$ cat config.mk
export PLATFORM = sky130hd
export DESIGN_NAME = linear_key_value_table
export DESIGN_NICKNAME = d
export VERILOG_FILES = /design/src/hdl/lkvt_pkg.sv /design/src/hdl/lkvt_cell.sv /design/src/hdl/linear_key_value_table.sv
export VERILOG_INCLUDE_DIRS = /design/src /design/src/hdl
export SDC_FILE = /design/constraint.sdc
export NUM_CORES = 2
export LEC_CHECK = 0
export BUFFER_PORTS_ARGS = -buffer_cell sky130_fd_sc_hd__buf_4
export CORE_ASPECT_RATIO = 1.2
export CORE_MARGIN = 4
export CORE_UTILIZATION = 60
export CTS_BUF_LIST = sky130_fd_sc_hd__clkbuf_4 sky130_fd_sc_hd__clkbuf_8
export DETAILED_ROUTE_END_ITERATION = 16
export PLACE_DENSITY = 0.77
export SLEW_MARGIN = 0
export SYNTH_ARGS = -nofsm -noshare
export SYNTH_HDL_FRONTEND = slang
export SYNTH_SLANG_ARGS = --single-unit
$ cat constraint.sdc
create_clock -name clk -period 14.85 [get_ports clk]
set_input_delay 2.97 -clock clk [delete_from_list [all_inputs] [get_ports clk]]
set_output_delay 2.97 -clock clk [all_outputs]
set_load 0.01 [all_outputs]
$ cat src/hdl/linear_key_value_table_macros.svh
// ----------------------------------------------------------------------------
// linear_key_value_table_macros
// Assertion helpers for the key/value table RTL.
// ----------------------------------------------------------------------------
`ifndef LINEAR_KEY_VALUE_TABLE_MACROS_SVH
`define LINEAR_KEY_VALUE_TABLE_MACROS_SVH

// Property that must hold on every clock outside reset
`define LKVT_ASSERT(lbl, prop, msg) \
	lbl: assert property (@(posedge clk) disable iff (!arst_n) (prop)) \
		else $error(msg);

// Antecedent in this cycle implies consequent in the next
`define LKVT_ASSERT_NEXT(lbl, ante, cons, msg) \
	lbl: assert property (@(posedge clk) disable iff (!arst_n) (ante) |=> (cons)) \
		else $error(msg);

`endif

$ cat src/hdl/lkvt_pkg.sv
// ----------------------------------------------------------------------------
// lkvt_pkg
// Shared sizes, codes and types for the linear key/value table.
// ----------------------------------------------------------------------------
package lkvt_pkg;

	// table geometry
	localparam int MAX_ENTRIES = 16;
	localparam int KEY_BITS    = 32;

	// field widths fixed by the interface
	localparam int KEY_PORT_W = 32;
	localparam int VAL_W      = 32;
	localparam int FUNC_W     = 2;
	localparam int STAT_W     = 2;
	localparam int FILL_W     = 5;
	localparam int CAP_W      = 5;
	localparam int APB_W      = 32;
	localparam int ADDR_W     = 3;

	// derived widths
	localparam int KEY_W = (KEY_BITS < KEY_PORT_W) ? KEY_BITS : KEY_PORT_W;
	localparam int CNT_W = $clog2(MAX_ENTRIES + 1);
	localparam int CMP_W = (CNT_W > CAP_W) ? CNT_W : CAP_W;

	// request codes
	localparam logic [FUNC_W-1:0] FN_INSERT = 2'd0;
	localparam logic [FUNC_W-1:0] FN_REMOVE = 2'd1;
	localparam logic [FUNC_W-1:0] FN_LOOKUP = 2'd2;

	// status codes
	localparam logic [STAT_W-1:0] ST_OK        = 2'd0;
	localparam logic [STAT_W-1:0] ST_FULL      = 2'd1;
	localparam logic [STAT_W-1:0] ST_EMPTY     = 2'd2;
	localparam logic [STAT_W-1:0] ST_NOT_FOUND = 2'd3;

	// register map (word index)
	localparam logic REG_CAPACITY = 1'b0;
	localparam logic [CAP_W-1:0] CAP_RESET = 5'd16;

	// per-cell control
	typedef struct packed {
		logic load;   // write the new pair into this cell
		logic shift;  // take the right neighbor's pair
	} cell_ctl_t;

endpackage

$ cat src/hdl/lkvt_cell.sv
// ----------------------------------------------------------------------------
// lkvt_cell
// One table slot: holds a key/value pair, compares its key with the request
// and shifts in its right neighbor's pair when the table compacts.
// ----------------------------------------------------------------------------
module lkvt_cell (
	input  logic                           clk,
	input  lkvt_pkg::cell_ctl_t            ctl,
	input  logic [lkvt_pkg::KEY_W-1:0]     new_key,
	input  logic [lkvt_pkg::VAL_W-1:0]     new_value,
	input  logic [lkvt_pkg::KEY_W-1:0]     nb_key,
	input  logic [lkvt_pkg::VAL_W-1:0]     nb_value,
	input  logic [lkvt_pkg::KEY_W-1:0]     cmp_key,
	input  logic                           occupied,
	input  logic                           hit_in,
	output logic                           hit_out,
	output logic                           first_hit,
	output logic [lkvt_pkg::KEY_W-1:0]     key_q,
	output logic [lkvt_pkg::VAL_W-1:0]     value_q
);
	import lkvt_pkg::*;

	logic match;

	// compare only slots inside the fill
	assign match     = occupied && (key_q == cmp_key);
	assign hit_out   = hit_in | match;
	assign first_hit = match & ~hit_in;

	// slot storage: insert wins, else compact from the right
	always_ff @(posedge clk) begin
		if (ctl.load) begin
			key_q   <= new_key;
			value_q <= new_value;
		end else if (ctl.shift) begin
			key_q   <= nb_key;
			value_q <= nb_value;
		end
	end

endmodule

$ cat src/hdl/linear_key_value_table.sv
// Sequence: an accepted word enters S_EXEC, which registers the result word and done;
//   a remove with m matching entries goes on in S_SQUEEZE, which registers them once
//   none is left, one compaction shift per match. Busy is high outside S_IDLE.
// The row of cells compares all keys at once; the remove loop sets the rate.
// Reset (arst_n low) empties the table and sets capacity to 16.
// Results cannot be stalled: each word is shown for exactly one cycle.
// ----------------------------------------------------------------------------
// linear_key_value_table
// Packed key/value list in a row of cells with a fill count; insert appends,
// remove deletes all matches and compacts, lookup returns the oldest match.
// ----------------------------------------------------------------------------
`include "linear_key_value_table_macros.svh"

module linear_key_value_table (
	input  logic                              clk,
	input  logic                              arst_n,
	// request
	input  logic                              start,
	output logic                              busy,
	input  logic [lkvt_pkg::FUNC_W-1:0]       func,
	input  logic [lkvt_pkg::KEY_PORT_W-1:0]   key,
	input  logic [lkvt_pkg::VAL_W-1:0]        value,
	// result
	output logic                              done,
	output logic [lkvt_pkg::STAT_W-1:0]       status,
	output logic [lkvt_pkg::VAL_W-1:0]        found_value,
	output logic [lkvt_pkg::FILL_W-1:0]       fill_count,
	// configuration
	input  logic                              psel,
	input  logic                              penable,
	input  logic                              pwrite,
	input  logic [lkvt_pkg::ADDR_W-1:0]       paddr,
	input  logic [lkvt_pkg::APB_W-1:0]        pwdata,
	output logic [lkvt_pkg::APB_W-1:0]        prdata,
	output logic                              pready
);
	import lkvt_pkg::*;

	typedef enum logic [1:0] {
		S_IDLE,
		S_EXEC,
		S_SQUEEZE
	} state_t;

	state_t                state_q;
	logic [CNT_W-1:0]      count_q;
	logic [CAP_W-1:0]      capacity_q;
	logic                  done_q;
	logic [STAT_W-1:0]     status_q;
	logic [VAL_W-1:0]      found_q;
	logic [FILL_W-1:0]     fill_q;

	logic [FUNC_W-1:0]     func_q;
	logic [KEY_W-1:0]      key_q;
	logic [VAL_W-1:0]      value_q;

	cell_ctl_t             ctl      [MAX_ENTRIES];
	logic [KEY_W-1:0]      cell_key [MAX_ENTRIES];
	logic [VAL_W-1:0]      cell_val [MAX_ENTRIES];
	logic [MAX_ENTRIES:0]  hit;
	logic [MAX_ENTRIES-1:0] first_hit;
	logic [MAX_ENTRIES-1:0] occupied;
	logic [MAX_ENTRIES-1:0] load_vec;

	logic                  any_hit;
	logic                  full;
	logic                  do_insert;
	logic                  do_shift;
	logic [CMP_W-1:0]      eff_cap;
	logic [VAL_W-1:0]      found_sel;
	logic                  cfg_wr;

	// ---------------- configuration port ----------------
	assign pready = 1'b1;
	assign cfg_wr = psel && penable && pwrite && pready;
	assign prdata = (paddr[2] == REG_CAPACITY) ? {{(APB_W-CAP_W){1'b0}}, capacity_q} : '0;

	always_ff @(posedge clk or negedge arst_n) begin
		if (!arst_n) begin
			capacity_q <= CAP_RESET;
		end else if (cfg_wr && (paddr[2] == REG_CAPACITY)) begin
			capacity_q <= pwdata[CAP_W-1:0];
		end
	end

	// ---------------- request capture ----------------
	assign busy = (state_q != S_IDLE);

	always_ff @(posedge clk) begin
		if (start && !busy) begin
			func_q  <= func;
			key_q   <= key[KEY_W-1:0];
			value_q <= value;
		end
	end

	// ---------------- cell row ----------------
	assign hit[0] = 1'b0;

	for (genvar i = 0; i < MAX_ENTRIES; i++) begin : g_cell
		logic [KEY_W-1:0] nb_key;
		logic [VAL_W-1:0] nb_val;

		if (i == MAX_ENTRIES - 1) begin : g_last
			assign nb_key = cell_key[i];
			assign nb_val = cell_val[i];
		end else begin : g_mid
			assign nb_key = cell_key[i+1];
			assign nb_val = cell_val[i+1];
		end

		assign occupied[i]  = (count_q > CNT_W'(i));
		assign load_vec[i]  = do_insert && (count_q == CNT_W'(i));
		assign ctl[i].load  = load_vec[i];
		// every slot from the first match on moves left one place
		assign ctl[i].shift = do_shift && hit[i+1];

		lkvt_cell u_cell (
			.clk       (clk),
			.ctl       (ctl[i]),
			.new_key   (key_q),
			.new_value (value_q),
			.nb_key    (nb_key),
			.nb_value  (nb_val),
			.cmp_key   (key_q),
			.occupied  (occupied[i]),
			.hit_in    (hit[i]),
			.hit_out   (hit[i+1]),
			.first_hit (first_hit[i]),
			.key_q     (cell_key[i]),
			.value_q   (cell_val[i])
		);
	end

	// ---------------- control decode ----------------
	assign any_hit = hit[MAX_ENTRIES];
	assign eff_cap = (CMP_W'(capacity_q) > CMP_W'(MAX_ENTRIES)) ?
		CMP_W'(MAX_ENTRIES) : CMP_W'(capacity_q);
	assign full      = (CMP_W'(count_q) >= eff_cap);
	assign do_insert = (state_q == S_EXEC) && (func_q == FN_INSERT) && !full;
	assign do_shift  = any_hit &&
		(((state_q == S_EXEC) && (func_q == FN_REMOVE)) || (state_q == S_SQUEEZE));

	// oldest matching value, AND-OR select over the one-hot first hit
	always_comb begin
		found_sel = '0;
		for (int i = 0; i < MAX_ENTRIES; i++) begin
			found_sel = found_sel | (cell_val[i] & {VAL_W{first_hit[i]}});
		end
	end

	// ---------------- sequencer and result word ----------------
	always_ff @(posedge clk or negedge arst_n) begin
		if (!arst_n) begin
			state_q  <= S_IDLE;
			count_q  <= '0;
			done_q   <= 1'b0;
			status_q <= ST_OK;
			found_q  <= '0;
			fill_q   <= '0;
		end else begin
			done_q <= 1'b0;
			unique case (state_q)
				S_IDLE: begin
					if (start) begin
						state_q <= S_EXEC;
					end
				end
				S_EXEC: begin
					state_q <= S_IDLE;
					done_q  <= 1'b1;
					found_q <= '0;
					fill_q  <= FILL_W'(count_q);
					status_q <= ST_OK;
					case (func_q)
						FN_INSERT: begin
							if (full) begin
								status_q <= ST_FULL;
							end else begin
								count_q <= count_q + 1'b1;
								fill_q  <= FILL_W'(count_q + 1'b1);
							end
						end
						FN_REMOVE: begin
							if (count_q == '0) begin
								status_q <= ST_EMPTY;
							end else if (!any_hit) begin
								status_q <= ST_NOT_FOUND;
							end else begin
								// first entry goes now, the rest in the squeeze loop
								count_q <= count_q - 1'b1;
								state_q <= S_SQUEEZE;
								done_q  <= 1'b0;
							end
						end
						FN_LOOKUP: begin
							if (any_hit) begin
								found_q <= found_sel;
							end else begin
								status_q <= ST_NOT_FOUND;
							end
						end
						default: begin
						end
					endcase
				end
				S_SQUEEZE: begin
					if (any_hit) begin
						count_q <= count_q - 1'b1;
					end else begin
						state_q  <= S_IDLE;
						done_q   <= 1'b1;
						status_q <= ST_OK;
						found_q  <= '0;
						fill_q   <= FILL_W'(count_q);
					end
				end
				default: begin
					state_q <= S_IDLE;
				end
			endcase
		end
	end

	assign done        = done_q;
	assign status      = status_q;
	assign found_value = found_q;
	assign fill_count  = fill_q;

	// ---------------- assertions ----------------
	`LKVT_ASSERT(a_count_bound, count_q <= CNT_W'(MAX_ENTRIES), "fill count above table size")
	`LKVT_ASSERT(a_done_idle, !done_q || (state_q == S_IDLE), "result word while still busy")
	`LKVT_ASSERT(a_one_load, $onehot0(load_vec), "insert writes more than one cell")
	`LKVT_ASSERT_NEXT(a_accept, start && !busy, state_q == S_EXEC, "accepted word not executed")
	`LKVT_ASSERT_NEXT(a_squeeze_down, state_q == S_SQUEEZE, count_q <= $past(count_q), "fill grew during remove")

endmodule

## Word level (Yosys, flattened, before mapping)

Index checks and enable logic that the tools add are counted.

| cells by class | value |
|---|---|
| $lt $le $gt $ge | 18 |
| multiplexer cells | 89 |
| add/subtract/negate cells | 2 |
| equality and inequality tests | 39 |
| reductions and logical operators | 81 |
| bitwise logic cells | 77 |

Operator list:

| operator | count |
|---|---|
| 2-to-1 mux 32 bit | 63 |
| AND 32 bit | 16 |
| equality test 32 bit | 16 |
| OR 32 bit | 15 |
| one-hot mux 32 bit (2 select lines) | 1 |
| logical AND 1 bit | 55 |
| equality test 5 x 4 -> 1 bit, second input constant | 8 |
| greater-than comparator 5 x 4 -> 1 bit, second input constant | 8 |
| 2-to-1 mux 5 bit | 7 |
| nonzero test 2 bit | 17 |
| one-hot mux 5 bit (2 select lines) | 3 |
| equality test 5 x 3 -> 1 bit, second input constant | 4 |
| greater-than comparator 5 x 3 -> 1 bit, second input constant | 4 |
| NOT 1 bit | 16 |
| AND 1 bit | 15 |
| OR 1 bit | 15 |
| 2-to-1 mux 2 bit | 7 |
| one-hot mux 2 bit (3 select lines) | 2 |
| equality test 5 x 2 -> 1 bit, second input constant | 2 |
| greater-than comparator 5 x 1 -> 1 bit, second input constant | 2 |
| greater-than comparator 5 x 2 -> 1 bit, second input constant | 2 |
| adder 5 x 1 -> 5 bit, second input constant | 1 |
| equality test 5 x 1 -> 1 bit, second input constant | 1 |
| >= comparator 5 bit | 1 |
| 16 further kinds | 25 |

| storage, ports and cells | value |
|---|---|
| bits in registers | 1142 |
| word-level logic and storage cells | 348 |

## Depth between registers and ports, before layout

| logic depth | value |
|---|---|
| depth in word-level cells | 23 |
| mapped depth | 15 |
| mapped depth without buffers | 11 |

## Cells and area by module

From an unflattened synthesis, not the netlist that was laid out.

| second synthesis, totals | value |
|---|---|
| cell total of the unflattened synthesis | 3641 |
| area, all modules | 56705.6 um^2 |

By module, submodules not included:

| module | sequential area each (um^2) | cells an instance | times used | area each (um^2) |
|---|---|---|---|---|
| lkvt_cell | 1921.8 | 182 | 16 | 3060.4 |
| linear_key_value_table | 3284.4 | 729 | 1 | 7738.7 |

## Least setup slack after synthesis

No wires, ideal clock.

| timing path | value |
|---|---|
| path kind | reg-to-reg |
| from | register key_q[16] |
| to | register g_cell[11].u_cell.key_q[0] (netlist name) (enable) |
| stages on the path, launching flop included | 13 |
| arrival time | 7.154 ns |
| slack | 7.122 ns |
| path through | edfxtp_1 -> buf_2 -> buf_2 -> xor2_1 -> nor4_1 -> nand4_1 -> or4b_1 -> clkbuf_1 -> and4_1 -> nand2_2 -> buf_2 -> o21ai_1 -> o21ai_0 |

| between the ends | value |
|---|---|
| word-level cells in the longest chain between the ends | 20 |
| elaborated cells between the ends (all ways) | 50 |
| classes of those cells | eq/ne (16); bitwise (15); reduce/logical (19) |

RTL lines:

| element | RTL line | source |
|---|---|---|
| from (decl) | linear_key_value_table.sv:54 | `logic [KEY_W-1:0] key_q;` |
| from (signal assigned) | linear_key_value_table.sv:92 | `key_q <= key[KEY_W-1:0];` |
| equality test 32 bit | lkvt_cell.sv:26 | `assign match = occupied && (key_q == cmp_key);` |
| logical AND 1 bit | lkvt_cell.sv:26 |  |
| OR 1 bit (15 in series) | lkvt_cell.sv:27 | `assign hit_out = hit_in \| match;` |
| logical AND 1 bit | linear_key_value_table.sv:141 | `assign do_shift = any_hit &&` |
| logical AND 1 bit * | linear_key_value_table.sv:116 | `assign ctl[i].shift = do_shift && hit[i+1];` |
| nonzero test 2 bit (no line) * | n/a |  |
| to (signal assigned) | lkvt_cell.sv:33 | `key_q <= new_key;` |
| to (signal assigned) | lkvt_cell.sv:36 | `key_q <= nb_key;` |
| to (decl) | lkvt_cell.sv:18 | `output logic [lkvt_pkg::KEY_W-1:0] key_q,` |

Every way passes the cells marked *; elsewhere a longest branch is shown, timed or not.
A chain may end at the register's enable or synchronous reset.

## Final worst setup path

| timing path | value |
|---|---|
| from | input paddr[2] (netlist name) |
| to | output prdata[3] (netlist name) |

| between the ends | value |
|---|---|
| word-level cells in the longest chain between the ends | 1 |

RTL lines:

| element | RTL line | source |
|---|---|---|
| from (decl) | linear_key_value_table.sv:32 | `input logic [lkvt_pkg::ADDR_W-1:0] paddr,` |
| 2-to-1 mux 5 bit | linear_key_value_table.sv:76 | `assign prdata = (paddr[2] == REG_CAPACITY) ? {{(APB_W-CAP_W){1'b0}}, capacity_q} : '0;` |
| to (decl) | linear_key_value_table.sv:34 | `output logic [lkvt_pkg::APB_W-1:0] prdata,` |

Every way passes these cells.

==> run metrics <==
status=finished clean; worst-path fanout max=6; worst setup path class=primary input to output pin; number of synthesized flops with an enable pin=roughly 1,100; via/cell ratio=approximately 6.7; Slew headroom=under 10%; Setup-failing EPs final=0; setup TNS=0 ns; CP Data Required Time=~12 ns; worst reg-to-reg setup slack=a little under 9 ns; worst path cell trace=buf_4 > nor2b_1 > buf_4; die width=around 300 µm; top_reg_cell synth=edfxtp_1; HP Class=register to register; worst ir drop on vdd=slightly above 0.00009 V; startpoint types=primary input; CP peak stage delay=~0.13 ns; final std cells w/o fill=approximately 5,800; Final Skew=approximately 0.054 ns; Yosys cell types=73; IO buf count=~120; met3 Resource Use GR=roughly 7.7%; WL final=174 mm; fin util=between 60% and 70%; Syn-to-layout area delta=9.38%; vias in the first global route=slightly below 40,000; share of layout cells above drive strength 1=between 30% and 40%; Pwr Density=~110 mW/mm²; H-tree levels=4; Worst Path Buf+Inv=2; Area contributors post-synth=edfxtp_1 (55%), mux2_2 (18%), xnor2_1 (4.1%); met2 usage=a little over half; NumNets Final=between 4,000 and 5,000; Row Count=126; DRT Pass-1 Iters=6; Die ar.=approximately 0.10 mm²; total grt overflow=0; met1 GRT Util=roughly two fifths; worst-skew pair later-pin latency=~0.89 ns; largest net degree at the start of global routing=65; core area=roughly 0.099 mm²; area leader, netlist=edfxtp_1; num ports=181; Max-cap violations=0; Slowest-stage cell, CP=buf_4; Setup crit end kind=output pin; YS warnings=0; DRC Markers=0; Initial DRC Count=~4,800; fillcell total=7,217; All-Layer GR Usage=around a third; Detail Route Antenna Nets=0; final period utilization=42.4%; CTS root buf=clkbuf_8; Largest delay share family, worst path=buffers and inverters; synthesized area=roughly 0.060 mm²; CTS buffer count=around 180; pre-CTS WS=about 8.6 ns; register area share after synthesis=56.9%; hpwl dp=approximately 110 mm; register bit total from synthesis=1,142; most common cell after layout, fill and taps aside=edfxtp_1; Max Clock Freq=between 150 and 200 MHz; CTS clk-pin slew, worst paths=0.06 ns; final hold viol count=0; antenna violations before repair=1; Worst-Margin Slew=1.35 ns; via count=39,000; Synth async-reset ratio=~4.6%; Final min period=between 6 and 7 ns; Final WS setup=8.55 ns; area share of the largest cell type after synthesis=approximately 55%; most frequent cells in the layout=edfxtp_1 (1,090), mux2_2 (965), xnor2_1 (278); cts hold-fix bufs=0; post-CTS setup buffers=0; RePlAce Congestion=0.932; CTS tree=built; Initial Util=60.6%; CP arrival=between 3 and 4 ns; first-pass GRT wire length=~250 mm; Die Ht=354 µm; syn avg cell area=13.6 µm²; placed cell count=between 5,000 and 6,000; static leakage=approximately 22 nW; WL per Instance=approximately 30 µm; Mapped Cells=about 4,400; Max Slew Vio Count=0; unrepaired setup endpoints after global routing=false; GR peak layer=met2; CTS max path bufs=3; critical path's most frequent cell=buf_4; Clock Sinks=1,142; post_cts resized=0
[routing by layer]
metal,up-vias,share of wire [%]
met4,0,6.9
met3,651,10
met1,19300,36
met5,-,0
li1,16700,-
met2,2358,47
[cells by family after synthesis]
logic type / after synthesis / synth area share [%]
DFF: 1142 / 56.9
muxes: 998 / 18.7
other: 2 / 0.0126
adders and majority gates: 14 / 0.293
buffers and inverters: 534 / 3.82
AOI/OAI and AO/OA: 425 / 5.44
xor gates and xnor gates: 522 / 7.65
and+or+nand+nor: 761 / 7.15
[cell usage after synthesis (4+ instances only)]
cell / n
nor3_1: 60
or2_2: 4
and4_1: 8
and2_1: 10
nor2b_1: 11
o21ai_0: 80
xor2_1: 244
nor2_1: 98
inv_1: 115
and4b_1: 4
mux2i_1: 33
buf_2: 88
xnor2_1: 278
mux2_2: 965
o31ai_1: 13
a41oi_1: 30
nor4_1: 103
o31ai_2: 20
nand4b_1: 8
or3_1: 8
o221ai_1: 30
a32o_1: 30
or4_1: 12
o211ai_1: 37
nand4_1: 157
a211o_1: 34
a21o_1: 8
clkbuf_1: 287
nand3_1: 32
edfxtp_1: 1090
buf_4: 37
ha_1: 14
nand2b_1: 37
a31oi_1: 34
nor4b_1: 35
a22oi_1: 37
buf_6: 4
a31o_2: 31
and3_1: 6
dfrtp_1: 51
o21ai_1: 11
nand2_1: 146
a21oi_1: 13
[registers in the layout (all words and copies together), names as in the netlist]
register and cells:
fill_count 5, g_cell.u_cell.key_q 512, state_q 2, key_q 32, func_q 2, value_q 32, status 2, done 1
g_cell.u_cell.value_q 512, capacity_q 5, found_value 32, count_q 5
[area by class of cell]
cell class / instances / area, µm² / share of cell area [%]
Multi-Input combinational cell: 2748 / 23900 / 36.6
Tap cell: 1280 / 1600 / 2.45
Clock buffer: 277 / 3300 / 5.04
Timing Repair Buffer: 219 / 1640 / 2.51
Inverter: 115 / 432 / 0.660
Clock inverter: 61 / 467 / 0.714
Antenna cell: 2 / 5.00 / 0.00765
Sequential cell: 1142 / 34000 / 52.0
[stage by stage]
step,hold WS (ns),power (mW),instance area (µm²)
after CTS,0.497,7.34,65400
after global placement,0.469,4.55,61600
final,0.491,7.32,65400
after detailed placement,0.483,4.56,61600
after global routing,0.520,7.56,65400
after floorplan,0.421,4.25,59900
[tightest hold or removal path: cells and delay by family (launching register included)]
kind | cells | cell delay (ns)
flip-flops | 1 | 0.35
AO/OA/AOI/OAI | 1 | 0.06
AND/OR/NAND/NOR | 1 | 0.05
[final timing paths]
path / startpoint / end / cells after the start
setup / recovery: paddr[2] / prdata[3] / 3
hold reg to reg: fill_count[4] / fill_count[4] / 2
max in group asynchronous: arst_n / found_value[3] / 1
min in group asynchronous: arst_n / status[1] / 1
setup reg to reg: count_q[1] / g_cell[9].u_cell.value_q[20] / 11
hold / removal: fill_count[4] / fill_count[4] / 2
[power by group]
part | internal [mW] | switching, mW | total (mW)
registers | 3.56 | 0.107 | 3.67
logic | 0.263 | 0.582 | 0.846
clock network | 1.51 | 1.30 | 2.81
(Power assumes the default switching activity.)
